==> src/rtl/pmds_pkg.sv <==
// ----------------------------------------------------------------------------
// pmds_pkg
// Shared types and codes of the page-mode DRAM access sequencer.
// ----------------------------------------------------------------------------
package pmds_pkg;

    localparam int unsigned ADDR_W = 12;
    localparam int unsigned DATA_W = 8;
    localparam int unsigned HOLD_W = 4;
    localparam int unsigned CFG_IDX_W = 3;
    localparam int unsigned CFG_DATA_W = 4;
    localparam int unsigned S_TDATA_W = 32;
    localparam int unsigned M_TDATA_W = 32;

    typedef enum logic [2:0] {
        OP_READ       = 3'd0,
        OP_WRITE      = 3'd1,
        OP_PAGE_READ  = 3'd2,
        OP_PAGE_WRITE = 3'd3,
        OP_REFRESH    = 3'd4
    } t_opcode;

    typedef enum logic [CFG_IDX_W-1:0] {
        CFG_EDO_MODE       = 3'd0,
        CFG_CAC_WAIT       = 3'd1,
        CFG_CAS_WAIT       = 3'd2,
        CFG_RAS_WAIT       = 3'd3,
        CFG_PRECHARGE_WAIT = 3'd4
    } t_cfg_idx;

    typedef struct packed {
        logic              edo_mode;
        logic [HOLD_W-1:0] cac_wait;
        logic [HOLD_W-1:0] cas_wait;
        logic [HOLD_W-1:0] ras_wait;
        logic [HOLD_W-1:0] precharge_wait;
    } t_cfg;

    // classified request handed from front to back
    typedef struct packed {
        logic              is_refresh;
        logic              is_write;
        logic              drive_row;
        logic              close_first;
        logic              need_row;
        logic              end_close;
        logic [ADDR_W-1:0] close_addr;
        logic [ADDR_W-1:0] row;
        logic [ADDR_W-1:0] column;
        logic [DATA_W-1:0] write_data;
    } t_desc;

    typedef enum logic [3:0] {
        ST_IDLE,
        ST_CLOSE,
        ST_ROW_SETUP,
        ST_RAS,
        ST_COLUMN,
        ST_CAS_LOW,
        ST_CAS_HIGH,
        ST_PRECHARGE,
        ST_REF_CAS,
        ST_REF_RAS,
        ST_REF_PRE
    } t_state;

    typedef struct packed {
        logic              ras_n;
        logic              cas_n;
        logic              we_n;
        logic [ADDR_W-1:0] addr_out;
        logic [DATA_W-1:0] data_out;
        logic              drive_data;
        logic              sample_data;
        logic [HOLD_W-1:0] hold_cycles;
        logic              last;
    } t_phase;

endpackage

==> src/rtl/page_mode_dram_access_sequencer.sv <==
// ----------------------------------------------------------------------------
// page_mode_dram_access_sequencer
// Turns DRAM access requests into runs of pin-phase words.
// ----------------------------------------------------------------------------
// A request beat is taken whenever the two-entry request queue has room;
// the phase sequencer then sends one phase word per cycle while the phase
// channel is ready, and a request yields one phase word per phase: 3 for a
// page beat to the open row that keeps it open, 4 if that beat closes it, up
// to 7 for an access that first closes another row (refresh 3 or 4). The
// sequencer is the rate-setting unit; the queue lets one further request be
// taken while it works. Undefined opcodes are taken and dropped.
// Config writes apply from the next cycle.
// ----------------------------------------------------------------------------
module page_mode_dram_access_sequencer #(
    parameter int unsigned ADDR_BITS = 12
) (
    input  logic                               i_clk,
    input  logic                               i_rst_n,
    // request channel
    input  logic                               i_s_axis_tvalid,
    output logic                               o_s_axis_tready,
    // row[11:0], column[23:12], write_data[31:24]
    input  logic [pmds_pkg::S_TDATA_W-1:0]     i_s_axis_tdata,
    input  logic [2:0]                         i_s_axis_tuser,   // opcode[2:0]
    input  logic                               i_s_axis_tlast,   // close_row
    // phase channel
    output logic                               o_m_axis_tvalid,
    input  logic                               i_m_axis_tready,
    // ras_n[0], cas_n[1], we_n[2], addr_out[14:3], data_out[22:15],
    // drive_data[23], sample_data[24], hold_cycles[28:25], zero[31:29]
    output logic [pmds_pkg::M_TDATA_W-1:0]     o_m_axis_tdata,
    output logic                               o_m_axis_tlast,   // last
    // configuration
    input  logic                               i_cfg_we,
    input  logic [pmds_pkg::CFG_IDX_W-1:0]     i_cfg_index,
    input  logic [pmds_pkg::CFG_DATA_W-1:0]    i_cfg_wdata
);

    pmds_pkg::t_cfg   r_cfg;
    pmds_pkg::t_desc  w_front_desc;
    pmds_pkg::t_desc  w_head_desc;
    pmds_pkg::t_phase w_phase;
    logic             w_accept;
    logic             w_push;
    logic             w_pop;
    logic             w_full;
    logic             w_empty;

    assign o_s_axis_tready = !w_full;
    assign w_accept        = i_s_axis_tvalid && !w_full;

    always_ff @(posedge i_clk) begin
        if (!i_rst_n) begin
            r_cfg.edo_mode       <= 1'b0;
            r_cfg.cac_wait       <= 4'd2;
            r_cfg.cas_wait       <= 4'd1;
            r_cfg.ras_wait       <= 4'd3;
            r_cfg.precharge_wait <= 4'd2;
        end else if (i_cfg_we) begin
            unique case (i_cfg_index)
                pmds_pkg::CFG_EDO_MODE:       r_cfg.edo_mode       <= i_cfg_wdata[0];
                pmds_pkg::CFG_CAC_WAIT:       r_cfg.cac_wait       <= i_cfg_wdata;
                pmds_pkg::CFG_CAS_WAIT:       r_cfg.cas_wait       <= i_cfg_wdata;
                pmds_pkg::CFG_RAS_WAIT:       r_cfg.ras_wait       <= i_cfg_wdata;
                pmds_pkg::CFG_PRECHARGE_WAIT: r_cfg.precharge_wait <= i_cfg_wdata;
                default: begin
                end
            endcase
        end
    end

    pmds_front #(
        .ADDR_BITS (ADDR_BITS)
    ) u_front (
        .i_clk        (i_clk),
        .i_rst_n      (i_rst_n),
        .i_accept     (w_accept),
        .i_opcode     (i_s_axis_tuser),
        .i_row        (i_s_axis_tdata[11:0]),
        .i_column     (i_s_axis_tdata[23:12]),
        .i_write_data (i_s_axis_tdata[31:24]),
        .i_close_row  (i_s_axis_tlast),
        .o_push       (w_push),
        .o_desc       (w_front_desc)
    );

    pmds_fifo u_fifo (
        .i_clk   (i_clk),
        .i_rst_n (i_rst_n),
        .i_push  (w_push),
        .i_desc  (w_front_desc),
        .i_pop   (w_pop),
        .o_full  (w_full),
        .o_empty (w_empty),
        .o_desc  (w_head_desc)
    );

    pmds_back u_back (
        .i_clk   (i_clk),
        .i_rst_n (i_rst_n),
        .i_cfg   (r_cfg),
        .i_empty (w_empty),
        .i_desc  (w_head_desc),
        .o_pop   (w_pop),
        .o_valid (o_m_axis_tvalid),
        .i_ready (i_m_axis_tready),
        .o_phase (w_phase)
    );

    assign o_m_axis_tdata = {3'b000, w_phase.hold_cycles, w_phase.sample_data,
                             w_phase.drive_data, w_phase.data_out, w_phase.addr_out,
                             w_phase.we_n, w_phase.cas_n, w_phase.ras_n};
    assign o_m_axis_tlast = w_phase.last;

endmodule

==> src/rtl/pmds_front.sv <==
// ----------------------------------------------------------------------------
// pmds_front
// Decodes requests, tracks the open row and builds the phase plan.
// ----------------------------------------------------------------------------
module pmds_front #(
    parameter int unsigned ADDR_BITS = 12
) (
    input  logic                           i_clk,
    input  logic                           i_rst_n,
    input  logic                           i_accept,
    input  logic [2:0]                     i_opcode,
    input  logic [pmds_pkg::ADDR_W-1:0]    i_row,
    input  logic [pmds_pkg::ADDR_W-1:0]    i_column,
    input  logic [pmds_pkg::DATA_W-1:0]    i_write_data,
    input  logic                           i_close_row,
    output logic                           o_push,
    output pmds_pkg::t_desc                o_desc
);

    logic                 r_open;
    logic [ADDR_BITS-1:0] r_open_row;
    logic                 n_open;
    logic [ADDR_BITS-1:0] n_open_row;

    logic                 w_valid_op;
    logic                 w_page;
    logic                 w_write;
    logic                 w_refresh;
    logic                 w_close_first;
    logic [ADDR_BITS-1:0] w_row;
    logic [pmds_pkg::ADDR_W-1:0] w_row_ext;
    logic [pmds_pkg::ADDR_W-1:0] w_col_ext;
    logic [pmds_pkg::ADDR_W-1:0] w_open_ext;

    always_comb begin
        w_valid_op = 1'b1;
        w_page     = 1'b0;
        w_write    = 1'b0;
        w_refresh  = 1'b0;
        unique case (i_opcode)
            pmds_pkg::OP_READ: begin
            end
            pmds_pkg::OP_WRITE: begin
                w_write = 1'b1;
            end
            pmds_pkg::OP_PAGE_READ: begin
                w_page = 1'b1;
            end
            pmds_pkg::OP_PAGE_WRITE: begin
                w_page  = 1'b1;
                w_write = 1'b1;
            end
            pmds_pkg::OP_REFRESH: begin
                w_refresh = 1'b1;
            end
            default: begin
                w_valid_op = 1'b0;
            end
        endcase
    end

    always_comb begin
        w_row_ext                 = '0;
        w_col_ext                 = '0;
        w_open_ext                = '0;
        w_row_ext[ADDR_BITS-1:0]  = i_row[ADDR_BITS-1:0];
        w_col_ext[ADDR_BITS-1:0]  = i_column[ADDR_BITS-1:0];
        w_open_ext[ADDR_BITS-1:0] = r_open_row;
    end

    assign w_row         = i_row[ADDR_BITS-1:0];
    assign w_close_first = r_open && !(w_page && (r_open_row == w_row));

    assign o_push = i_accept && w_valid_op;

    always_comb begin
        o_desc.is_refresh  = w_refresh;
        o_desc.is_write    = w_write;
        o_desc.drive_row   = w_write && !w_page;
        o_desc.close_first = w_close_first;
        o_desc.need_row    = !(r_open && !w_close_first);
        o_desc.end_close   = !(w_page && !i_close_row);
        o_desc.close_addr  = w_open_ext;
        o_desc.row         = w_row_ext;
        o_desc.column      = w_col_ext;
        o_desc.write_data  = i_write_data;
    end

    always_comb begin
        n_open     = r_open;
        n_open_row = r_open_row;
        if (o_push) begin
            if (w_refresh) begin
                n_open = 1'b0;
            end else begin
                n_open     = w_page && !i_close_row;
                n_open_row = w_row;
            end
        end
    end

    always_ff @(posedge i_clk) begin
        if (!i_rst_n) begin
            r_open     <= 1'b0;
            r_open_row <= '0;
        end else begin
            r_open     <= n_open;
            r_open_row <= n_open_row;
        end
    end

endmodule

==> src/rtl/pmds_fifo.sv <==
// ----------------------------------------------------------------------------
// pmds_fifo
// Two-entry request queue between front and back.
// ----------------------------------------------------------------------------
module pmds_fifo (
    input  logic            i_clk,
    input  logic            i_rst_n,
    input  logic            i_push,
    input  pmds_pkg::t_desc i_desc,
    input  logic            i_pop,
    output logic            o_full,
    output logic            o_empty,
    output pmds_pkg::t_desc o_desc
);

    pmds_pkg::t_desc r_entry [2];
    logic            r_wp;
    logic            r_rp;
    logic [1:0]      r_cnt;
    logic            n_wp;
    logic            n_rp;
    logic [1:0]      n_cnt;

    assign o_full  = (r_cnt == 2'd2);
    assign o_empty = (r_cnt == 2'd0);
    assign o_desc  = r_entry[r_rp];

    always_comb begin
        n_wp  = r_wp;
        n_rp  = r_rp;
        n_cnt = r_cnt;
        if (i_push) begin
            n_wp = ~r_wp;
        end
        if (i_pop) begin
            n_rp = ~r_rp;
        end
        if (i_push && !i_pop) begin
            n_cnt = r_cnt + 2'd1;
        end else if (!i_push && i_pop) begin
            n_cnt = r_cnt - 2'd1;
        end
    end

    always_ff @(posedge i_clk) begin
        if (i_push) begin
            r_entry[r_wp] <= i_desc;
        end
    end

    always_ff @(posedge i_clk) begin
        if (!i_rst_n) begin
            r_wp  <= 1'b0;
            r_rp  <= 1'b0;
            r_cnt <= 2'd0;
        end else begin
            r_wp  <= n_wp;
            r_rp  <= n_rp;
            r_cnt <= n_cnt;
        end
    end

endmodule

==> src/rtl/pmds_back.sv <==
// ----------------------------------------------------------------------------
// pmds_back
// Phase sequencer: walks the head request's plan, one word a cycle when ready.
// ----------------------------------------------------------------------------
module pmds_back (
    input  logic            i_clk,
    input  logic            i_rst_n,
    input  pmds_pkg::t_cfg  i_cfg,
    input  logic            i_empty,
    input  pmds_pkg::t_desc i_desc,
    output logic            o_pop,
    output logic            o_valid,
    input  logic            i_ready,
    output pmds_pkg::t_phase o_phase
);

    pmds_pkg::t_state r_state;
    pmds_pkg::t_state n_state;
    pmds_pkg::t_state w_cur;
    pmds_pkg::t_state w_after_close;

    logic             r_valid;
    pmds_pkg::t_phase r_phase;
    pmds_pkg::t_phase w_phase;
    logic             w_emit;

    assign w_emit = !i_empty && (!r_valid || i_ready);
    assign o_pop  = w_emit && w_phase.last;

    always_comb begin
        if (i_desc.is_refresh) begin
            w_after_close = pmds_pkg::ST_REF_CAS;
        end else if (i_desc.need_row) begin
            w_after_close = pmds_pkg::ST_ROW_SETUP;
        end else begin
            w_after_close = pmds_pkg::ST_COLUMN;
        end
        if (r_state == pmds_pkg::ST_IDLE) begin
            w_cur = i_desc.close_first ? pmds_pkg::ST_CLOSE : w_after_close;
        end else begin
            w_cur = r_state;
        end
    end

    // next state
    always_comb begin
        n_state = w_cur;
        unique case (w_cur)
            pmds_pkg::ST_CLOSE:     n_state = w_after_close;
            pmds_pkg::ST_ROW_SETUP: n_state = pmds_pkg::ST_RAS;
            pmds_pkg::ST_RAS:       n_state = pmds_pkg::ST_COLUMN;
            pmds_pkg::ST_COLUMN:    n_state = pmds_pkg::ST_CAS_LOW;
            pmds_pkg::ST_CAS_LOW:   n_state = pmds_pkg::ST_CAS_HIGH;
            pmds_pkg::ST_CAS_HIGH:
                n_state = i_desc.end_close ? pmds_pkg::ST_PRECHARGE : pmds_pkg::ST_IDLE;
            pmds_pkg::ST_PRECHARGE: n_state = pmds_pkg::ST_IDLE;
            pmds_pkg::ST_REF_CAS:   n_state = pmds_pkg::ST_REF_RAS;
            pmds_pkg::ST_REF_RAS:   n_state = pmds_pkg::ST_REF_PRE;
            pmds_pkg::ST_REF_PRE:   n_state = pmds_pkg::ST_IDLE;
            default:                n_state = pmds_pkg::ST_IDLE;
        endcase
    end

    // phase word
    always_comb begin
        w_phase = '0;
        w_phase.ras_n = 1'b1;
        w_phase.cas_n = 1'b1;
        w_phase.we_n  = 1'b1;
        unique case (w_cur)
            pmds_pkg::ST_CLOSE: begin
                w_phase.addr_out    = i_desc.close_addr;
                w_phase.hold_cycles = i_cfg.precharge_wait;
            end
            pmds_pkg::ST_ROW_SETUP, pmds_pkg::ST_RAS: begin
                w_phase.ras_n      = (w_cur == pmds_pkg::ST_ROW_SETUP);
                w_phase.we_n       = !i_desc.is_write;
                w_phase.addr_out   = i_desc.row;
                w_phase.drive_data = i_desc.drive_row;
                w_phase.data_out   = i_desc.drive_row ? i_desc.write_data : '0;
            end
            pmds_pkg::ST_COLUMN, pmds_pkg::ST_CAS_LOW, pmds_pkg::ST_CAS_HIGH: begin
                w_phase.ras_n    = 1'b0;
                w_phase.cas_n    = (w_cur != pmds_pkg::ST_CAS_LOW);
                w_phase.we_n     = !i_desc.is_write;
                w_phase.addr_out = i_desc.column;
                if (i_desc.is_write) begin
                    w_phase.drive_data = 1'b1;
                    w_phase.data_out   = i_desc.write_data;
                    if (w_cur == pmds_pkg::ST_CAS_LOW) begin
                        w_phase.hold_cycles = i_cfg.cas_wait;
                    end
                end else if (w_cur == pmds_pkg::ST_CAS_LOW) begin
                    w_phase.sample_data = !i_cfg.edo_mode;
                    w_phase.hold_cycles = i_cfg.cac_wait;
                end else if (w_cur == pmds_pkg::ST_CAS_HIGH) begin
                    w_phase.sample_data = i_cfg.edo_mode;
                end
            end
            pmds_pkg::ST_PRECHARGE: begin
                w_phase.addr_out    = i_desc.column;
                w_phase.hold_cycles = i_cfg.precharge_wait;
            end
            pmds_pkg::ST_REF_CAS: begin
                w_phase.cas_n = 1'b0;
            end
            pmds_pkg::ST_REF_RAS: begin
                w_phase.ras_n       = 1'b0;
                w_phase.cas_n       = 1'b0;
                w_phase.hold_cycles = i_cfg.ras_wait;
            end
            pmds_pkg::ST_REF_PRE: begin
                w_phase.hold_cycles = i_cfg.precharge_wait;
            end
            default: begin
            end
        endcase
        w_phase.last = (n_state == pmds_pkg::ST_IDLE);
    end

    always_ff @(posedge i_clk) begin
        if (!i_rst_n) begin
            r_state <= pmds_pkg::ST_IDLE;
            r_valid <= 1'b0;
        end else begin
            if (w_emit) begin
                r_state <= n_state;
                r_valid <= 1'b1;
            end else if (i_ready) begin
                r_valid <= 1'b0;
            end
        end
    end

    always_ff @(posedge i_clk) begin
        if (w_emit) begin
            r_phase <= w_phase;
        end
    end

    assign o_valid = r_valid;
    assign o_phase = r_phase;

endmodule
==> config.mk <==
export PLATFORM = sky130hd
export DESIGN_NAME = page_mode_dram_access_sequencer
export DESIGN_NICKNAME = d
export VERILOG_FILES = /design/src/rtl/pmds_pkg.sv /design/src/rtl/page_mode_dram_access_sequencer.sv /design/src/rtl/pmds_front.sv /design/src/rtl/pmds_fifo.sv /design/src/rtl/pmds_back.sv
export SDC_FILE = /design/constraint.sdc
export NUM_CORES = 1
export LEC_CHECK = 0
export CAP_MARGIN = 20
export CORE_MARGIN = 2
export CORE_UTILIZATION = 60
export DETAILED_ROUTE_END_ITERATION = 8
export DONT_BUFFER_PORTS = 1
export PLACE_DENSITY_LB_ADDON = 0.3
export SETUP_SLACK_MARGIN = 0.5
export SYNTH_ARGS = -nofsm -noshare
export SYNTH_HDL_FRONTEND = slang
export SYNTH_SLANG_ARGS = --single-unit
==> constraint.sdc <==
create_clock -name i_clk -period 4 [get_ports i_clk]
set_input_delay 0.6 -clock i_clk [delete_from_list [all_inputs] [get_ports i_clk]]
set_output_delay 0.6 -clock i_clk [all_outputs]
set_load 0.01 [all_outputs]
==> results of run 1 <==
## state kept, by name, summed over array words and instances, names as in the netlist, named ones only
register / count
u_front.r_open: 1
u_fifo.r_cnt: 2
u_fifo.r_wp: 1
r_cfg: 17
u_back.o_phase: 30
u_fifo.r_entry: 100
u_back.r_state: 4
u_front.r_open_row: 12
u_back.o_valid: 1
u_fifo.r_rp: 1
## layer usage
layer / track usage [%] / vias to the layer above / part of all wire, %
met5: 0 / - / 0
met4: 9.02 / 0 / 1.9
met3: 7.67 / 27 / 7.0
met2: 33.8 / 135 / 48
met1: 27.4 / 1897 / 43
li1: - / 1835 / -
## critical path, stage by stage, from the launching register on
cell      delay (ns)
dfxtp_1         0.80
nand2b_1        0.23
nand2_1         0.18
o311ai_4        0.12
a21boi_2        0.26
o21a_1          0.17
nand2_1         0.06
ha_1            0.33
or3_1           0.37
a21boi_0        0.17
## cell usage after synthesis, types with 2 or more instances
library cell,number,area [um^2]
o31ai_1,2,15.0
a21oi_2,3,26.3
buf_4,3,22.5
edfxtp_1,130,3900
clkbuf_1,13,48.8
nand2b_1,4,25.0
nand2_1,22,82.6
mux2_2,2,22.5
o221ai_1,4,35.0
mux2i_1,79,791
nand4_1,2,12.5
o21a_1,3,22.5
dfxtp_1,40,801
o21ai_1,2,10.0
nand3b_1,2,15.0
nor2_2,2,12.5
inv_1,10,37.5
nor2b_1,29,181
o311ai_1,2,17.5
a21oi_1,9,45.0
or2_2,4,25.0
nand3_1,2,10.0
nor3b_1,3,22.5
and2_1,2,12.5
o22a_1,12,105
xnor2_1,8,70.1
nor2_1,28,105
xor2_1,7,61.3
buf_2,7,35.0
nor4_1,2,12.5
a21boi_0,2,15.0
nor3_1,4,20.0
o21ai_0,20,100
## power breakdown
| part | switching [mW] | total, mW | leakage, nW | internal, mW |
|---|---|---|---|---|
| sequential | 0.280 | 2.63 | 1.53 | 2.35 |
| combinational | 0.862 | 1.41 | 0.769 | 0.550 |
| clock | 0.640 | 1.58 | 0.277 | 0.938 |
## layout make-up
| cell class | count | area [um^2] | share of cell area (%) |
|---|---|---|---|
| multi-input combinational | 289 | 2180 | 28.2 |
| clock buffer | 22 | 454 | 5.89 |
| clock inverter | 10 | 116 | 1.51 |
| inverter | 10 | 37.5 | 0.486 |
| tap | 143 | 179 | 2.32 |
| sequential | 170 | 4710 | 61.0 |
| timing repair buffer | 6 | 45.0 | 0.584 |
## cells by family (layout without fill, tap and decap cells)
group           count (synthesis)  count (layout)
flops                         170             170
simple gates                  114             114
mux                            82              82
compound gates                 74              74
buf+inv                        35              48
xor+xnor                       15              15
fa+ha+maj                       1               1
other cells                     1               3
## stage by stage
| step | util [%] | hold slack (ns) | instance area, um^2 | total power [mW] |
|---|---|---|---|---|
| final | 67.6 | 0.245 | 7720 | 5.62 |
| after global routing | 67.6 | 0.225 | 7720 | 5.88 |
| after CTS | 67.6 | 0.231 | 7720 | 5.64 |
| after detailed placement | 62.6 | 0.461 | 7150 | 4.06 |
| after global placement | 62.6 | 0.453 | 7150 | 4.01 |
| after floorplan | - | 0.441 | 7030 | 3.72 |
## path summary, 6_finish.rpt
kind                     start         endpoint  slack (ns)  depth (start not counted)
max          u_back.r_state[1]  u_fifo.r_cnt[1]        1.24                          9
min                    i_rst_n        r_cfg[13]        0.25                          1
max reg2reg  u_back.r_state[1]  u_fifo.r_cnt[1]        1.24                          9
min reg2reg           r_cfg[8]         r_cfg[8]        0.47                          2
==> flow_summary.yaml, run 1 <==
cells_and_area:
  areaGrowthSynthToFinish_pct: 9.95
  fin_cells: 650
  nFillCells: 781
  drive_gt1_share_pct: 11.0
  final_cell_mix: "edfxtp_1 (130), mux2i_1 (79), dfxtp_1 (39)"
  fin_nets: 543
  layout.cells.most_common: "edfxtp_1"
  antenna_cells: 0
clocking:
  post-cts-setup-buffers: 0
  hold_buffers: 0
  cts_max_level: 4
  cts_tree: "yes"
  clk_latency_ns: 0.42
  root_buffer: "clkbuf_16"
  cts_made_buffers: 17
  clk_pin_slew_ns: 0.06
  cts.sink_count: 170
  clockBufferDepth: 2
  ctsResizeCount: 0
synth:
  ys_seq_elements: 170
  syn_inst: 492
  synth_area_um2: 7020
  synth_top_family_by_area: "multiplexers"
  muxShareOfSynthArea_pct: 11.8
  synth-simple-area-share_pct: 8.77
  ys_seq_area_share_pct: 67.0
  synth_xor_area_share_pct: 1.87
  ys_warn_count: 0
  synth-async-reset-ratio_pct: 0
  synth_edf_count: 130
  avgSynthCellArea_um2: 14.3
  ys_types: 61
  synthAdderAreaFrac_pct: 0.178
  synth_compound_area_share_pct: 8.00
  synth_flop_cell: "edfxtp_1"
run_status:
  status: "completed"
timing:
  rsz0062_at_grt: "no"
  relSlewSlack_pct: 45.8
  finalMaxSlewViolations: 0
  fin_crit_sh_pct: 69.1
  fin_crit_ns: 2.76
  fin_skew_ns: 0.00675
  setup_viol: 0
  hold_viol_final: 0
  fmax_mhz: 362
  layout_setup_ws_ns: 1.24
  setup_tns_ns: 0
  tightest_slew_ns: 0.813
setup_path:
  start_kind: "register"
  path_class: "register to register"
  endpoint_kind: "register"
  arrival_ns: 3.10
  required_ns: 4.34
  crit_path_max_fanout: 20
global_routing:
  antenna_found_initial: 0
  grt_max_degree: 46
  grt_pass1_wl_um: 20500
  overflow: 0
  grt_pass1_vias: 3894
  grtUsageTotal_pct: 21.5
routing:
  drtIter0Drc: 321
  vias_per_cell: 5.99
  wl_per_cell_um: 19.9
  drtPass1Iterations: 5
  drc: 0
  vias: 3894
  ant_nets: 0
  wl_um: 12900
placed_design:
  dp.cells: 618
  place_congestion: 0.864
  port_buffers: 0
  dp_slack_ns: 1.31
  dpl.hpwl_um: 8140
die:
  fp.dieW_um: 112
  design.core.area_um2: 11400
  fp-row-count: 39
  die-area_um2: 12600
  initial_utilization_pct: 61.5
  pin_count: 83
  die_y_um: 112
pwr:
  powerDensity_nw_per_um2: 728
  peakVddDrop_uv: 409
  p_leak_nw: 2.58
hold_path:
  hold_class: "input port to register"
job:
  maxCapViolCount: 0
No activity file was read; power rests on OpenSTA's default activity.
==> inputs of run 2 (changes only) <==
==> constraint.sdc (replaced) <==
create_clock -name i_clk -period 2.6 [get_ports i_clk]
set_input_delay 0.39 -clock i_clk [delete_from_list [all_inputs] [get_ports i_clk]]
set_output_delay 0.39 -clock i_clk [all_outputs]
set_load 0.01 [all_outputs]
==> flow_summary.yaml, run 2 (same netlist as run 1, synthesis figures left out) <==
cells_and_area:
  seq_area_um2: 4710
  antenna_cells: 0
  areaGrowthSynthToFinish_pct: 13.1
  multi_input_area_um2: 2230
  layout.cells.most_common: "edfxtp_1"
  fin_nets: 562
  nFillCells: 788
  regMostFlops: "u_fifo.r_entry"
  largest_reg_flops: 100
  drive_gt1_share_pct: 16.7
  final_cell_mix: "edfxtp_1 (130), mux2i_1 (79), dfxtp_1 (38)"
pwr:
  clkPwrFrac_pct: 26.5
  peakVddDrop_uv: 797
  swShare_pct: 32.3
  intPower_mw: 6.10
  combPwrFrac_pct: 29.0
  power_switching_mw: 2.91
  p_leak_nw: 2.70
  powerDensity_nw_per_um2: 1130
  power_mw: 9.01
  p_seq_share_pct: 44.5
setup_path:
  path_class: "register to register"
  crit_path_max_fanout: 6
  arrival_ns: 2.76
  required_ns: 2.96
  start_kind: "register"
  endpoint_kind: "register"
routing:
  wl_um: 13500
  ant_nets: 0
  wl_per_cell_um: 20.2
  drtPass1Iterations: 6
  drc: 0
  vias_per_cell: 5.85
  vias: 3911
  drtIter0Drc: 229
global_routing:
  grt_pass1_vias: 4073
  grtUsageTotal_pct: 22.7
  antenna_found_initial: 0
  grt_pass1_wl_um: 21600
  grt_max_degree: 43
  overflow: 0
die:
  die_y_um: 112
  fp.dieW_um: 112
  pin_count: 83
  die-area_um2: 12600
  fp-row-count: 39
  initial_utilization_pct: 61.5
  design.core.area_um2: 11400
clocking:
  cts_made_buffers: 17
  cts_tree: "yes"
  clk_latency_ns: 0.43
  cts.sink_count: 170
  clk_pin_slew_ns: 0.06
  root_buffer: "clkbuf_16"
  hold_buffers: 0
  clockBufferDepth: 2
  cts_max_level: 4
timing:
  finalMaxSlewViolations: 0
  fmax_mhz: 416
  fin_crit_sh_pct: 92.5
  setup_tns_ns: 0
  hold_viol_final: 0
  setup_viol: 0
  relSlewSlack_pct: 58.6
  fin_crit_ns: 2.40
  fin_skew_ns: 0.00808
  rsz0062_at_grt: "yes"
  tightest_slew_ns: 0.604
placed_design:
  port_buffers: 0
  dpl.hpwl_um: 8860
  place_congestion: 0.838
job:
  maxCapViolCount: 0
run_status:
  status: "completed"
hold_path:
  hold_class: "input port to register"
[run 2: timing repair]
item / in CTS / in global routing
pin swaps: 4 / 1
buffers inserted: 5 / 2
gates cloned: 0 / 0
setup endpoints to repair: 3 / 11
gates resized for setup: 6 / 5
[run 2: area by class of cell]
class	instances	area share, %
well taps	143	2.25
clock inverters	12	1.43
repair buffers	25	2.66
inverters	10	0.520
multi-input cells	289	28.1
clock buffers	20	5.75
flip-flops and latches	170	59.3
[run 2: layer usage]
metal,wire [um],vias to the layer above,GRT usage (%)
met5,0,-,0
met4,249,0,8.70
met3,693,19,6.21
met2,6830,96,37.9
met1,5770,1931,28.7
li1,-,1865,-
[run 2: path summary, 6_finish.rpt]
check,start,cells after the start,endpoint,slack [ns]
setup / recovery,register,10,u_fifo.r_cnt[1],0.20
hold / removal,i_rst_n,1,r_cfg[4],0.03
setup reg to reg,register,10,u_fifo.r_cnt[1],0.20
hold reg to reg,r_cfg[8],2,r_cfg[8],0.47
[run 2: worst max-delay path, cell delays in order (launching register included)]
cell,delay (ns)
dfxtp_4,0.37
buf_4,0.14
o32ai_1,0.51
a21oi_2,0.16
a21boi_4,0.18
o21a_1,0.21
nand2_2,0.10
ha_4,0.13
xor2_1,0.06
or3_1,0.37
a21boi_1,0.12
[run 2: metrics by stage]
| step | utilization [%] | hold slack, ns | cell area [um^2] | cells | setup WS (ns) |
|---|---|---|---|---|---|
| 6_report | 69.5 | 0.0265 | 7940 | 669 | 0.196 |
| 5_1_grt | 69.5 | 0.0150 | 7940 | 669 | 0.109 |
| 4_1_cts | 69.2 | 0.0124 | 7900 | 667 | 0.248 |
| 3_5_place_dp | 63.7 | 0.457 | 7270 | 630 | 0.103 |
| 3_3_place_gp | 63.7 | 0.451 | 7270 | 630 | 0.126 |
| 2_1_floorplan | - | 0.441 | 7060 | 494 | 0.0672 |
[run 2: power groups by stage]
stage | sequential (mW) | clock, mW | combinational [mW]
after floorplan | 3.91 | 0 | 1.86
after global placement | 4.03 | 0 | 2.40
after global routing | 4.06 | 2.54 | 2.83
after CTS | 4.01 | 2.43 | 2.52
after detailed placement | 4.06 | 0 | 2.42
final | 4.00 | 2.39 | 2.61
==> inputs of run 3 (changes only) <==
--- a/config.mk
+++ b/config.mk
@@ -10,7 +10,9 @@
 export CORE_UTILIZATION = 60
 export DETAILED_ROUTE_END_ITERATION = 8
 export DONT_BUFFER_PORTS = 1
-export PLACE_DENSITY_LB_ADDON = 0.3
+export MAX_ROUTING_LAYER = met4
+export PLACE_DENSITY = 0.76
+export RECOVER_POWER = 100
 export SETUP_SLACK_MARGIN = 0.5
 export SYNTH_ARGS = -nofsm -noshare
 export SYNTH_HDL_FRONTEND = slang
==> flow_summary.yaml, run 3 (same netlist as run 1, synthesis figures left out) <==
cells_and_area:
  regMostFlops: "u_fifo.r_entry"
  nFillCells: 802
  final_cell_mix: "edfxtp_1 (130), mux2i_1 (78), dfxtp_1 (36)"
  areaGrowthSynthToFinish_pct: 13.5
  layout.cells.most_common: "edfxtp_1"
  fin_area_um2: 7960
  drive_gt1_share_pct: 16.2
  fin_nets: 560
  largest_reg_flops: 100
  antenna_cells: 0
  fin_util_pct: 69.7
timing:
  fin_crit_sh_pct: 94.1
  setup_viol: 0
  rsz0062_at_grt: "yes"
  relSlewSlack_pct: 27.8
  fin_crit_ns: 2.45
  fin_skew_ns: 0.00564
  hold_viol_final: 0
  hold_ws_ns: 0.0315
  tightest_slew_ns: 1.08
  setup_tns_ns: 0
  fmax_mhz: 409
  finalMaxSlewViolations: 0
pwr:
  p_leak_nw: 2.69
  power_mw: 9.12
  peakVddDrop_uv: 695
  powerDensity_nw_per_um2: 1150
clocking:
  cts_max_level: 4
  clockBufferDepth: 2
  root_buffer: "clkbuf_16"
  clk_latency_ns: 0.42
  cts.sink_count: 170
  clk_pin_slew_ns: 0.06
  cts_made_buffers: 17
  hold_buffers: 0
  cts_tree: "yes"
global_routing:
  antenna_found_initial: 0
  grt_pass1_wl_um: 21100
  grtUsageTotal_pct: 22.7
  overflow: 0
  grt_pass1_vias: 4055
  grt_max_degree: 46
routing:
  vias: 3959
  vias_per_cell: 5.94
  drtPass1Iterations: 4
  drtIter0Drc: 275
  ant_nets: 0
  drc: 0
  wl_per_cell_um: 20.0
  wl_um: 13300
hold_path:
  min_from: "i_rst_n"
  hold_end: "r_cfg[8]"
  hold_class: "input port to register"
  whs_path_depth: 1
placed_design:
  place_congestion: 0.973
  port_buffers: 0
  dpl.hpwl_um: 8470
  placed_area_um2: 7230
die:
  die_y_um: 112
  design.core.area_um2: 11400
  pin_count: 83
  die-area_um2: 12600
  fp-row-count: 39
  initial_utilization_pct: 61.5
  fp.dieW_um: 112
setup_path:
  cp_slowest_cell: "clkbuf_2"
  r2r_setup_slack_ns: 0.15
  slowest_delay_ns: 0.49
  arrival_ns: 2.59
  path_class: "register to register"
  endpoint_kind: "register"
  required_ns: 2.75
  r2r-end: "u_back.o_phase[2]"
  crit_path_max_fanout: 18
  start_kind: "register"
  r2r_cells: 8
  worstPathCellList: "mux2_4 > clkbuf_1 > nor4_4 > a21oi_1 > clkbuf_2 > o21ai_2 > a21oi_2 > o221ai_1"
job:
  maxCapViolCount: 0
run_status:
  status: "completed"
[run 3: power breakdown]
group	internal, mW	total (mW)	switching, mW
sequential	3.62	4.03	0.406
clock	1.55	2.53	0.975
combinational	1.07	2.57	1.50
total	6.24	9.12	2.88
[run 3: timing repair]
action | 4_1_cts | 5_1_grt
setup buffers | 7 | 3
endpoints found under the setup margin | 2 | 15
resized for setup | 6 | 16
pin swaps | 8 | 12
[run 3: layout make-up]
class                   instances  area (um^2)  area share (%)
clock buffers                  20          457            5.74
clock inverters                12          146            1.84
inverters                      10         38.8           0.487
multi-input cells             289         2260            28.4
flip-flops and latches        170         4710            59.2
well taps                     143          179            2.25
repair buffers                 23          170            2.14
[run 3: metrics by stage]
| stage | setup slack (ns) | std cells |
|---|---|---|
| global placement | 0.165 | 625 |
| floorplan | 0.0672 | 494 |
| finish | 0.154 | 667 |
| global route | 0.0992 | 667 |
| CTS | 0.227 | 664 |
| detailed placement | 0.0927 | 625 |
[run 3: worst max-delay path, delay by kind of cell (launching register included)]
family          cells  cell delay [ns]
flops               1             0.36
compound gates      4             0.89
mux                 1             0.22
buf+inv             2             0.65
simple gates        1             0.05
[run 3: metal layers]
metal,global-route usage (%),share of wire (%)
met5,-,0
met4,9.11,2.4
met3,7.13,6.8
met2,37.1,51
met1,26.3,40
[run 3: how the worst max path moves through the flow]
stage | startpoint | slack, ns | endpoint
after CTS | register | 0.23 | u_fifo.r_cnt[1]
after global routing | register | 0.1 | u_back.o_phase[4]
final | register | 0.15 | u_back.o_phase[2]
after detailed placement | register | 0.09 | u_fifo.r_cnt[1]
after floorplan | u_fifo.r_cnt[0] | 0.07 | u_fifo.r_entry[0][0]
after global placement | register | 0.17 | u_fifo.r_cnt[1]
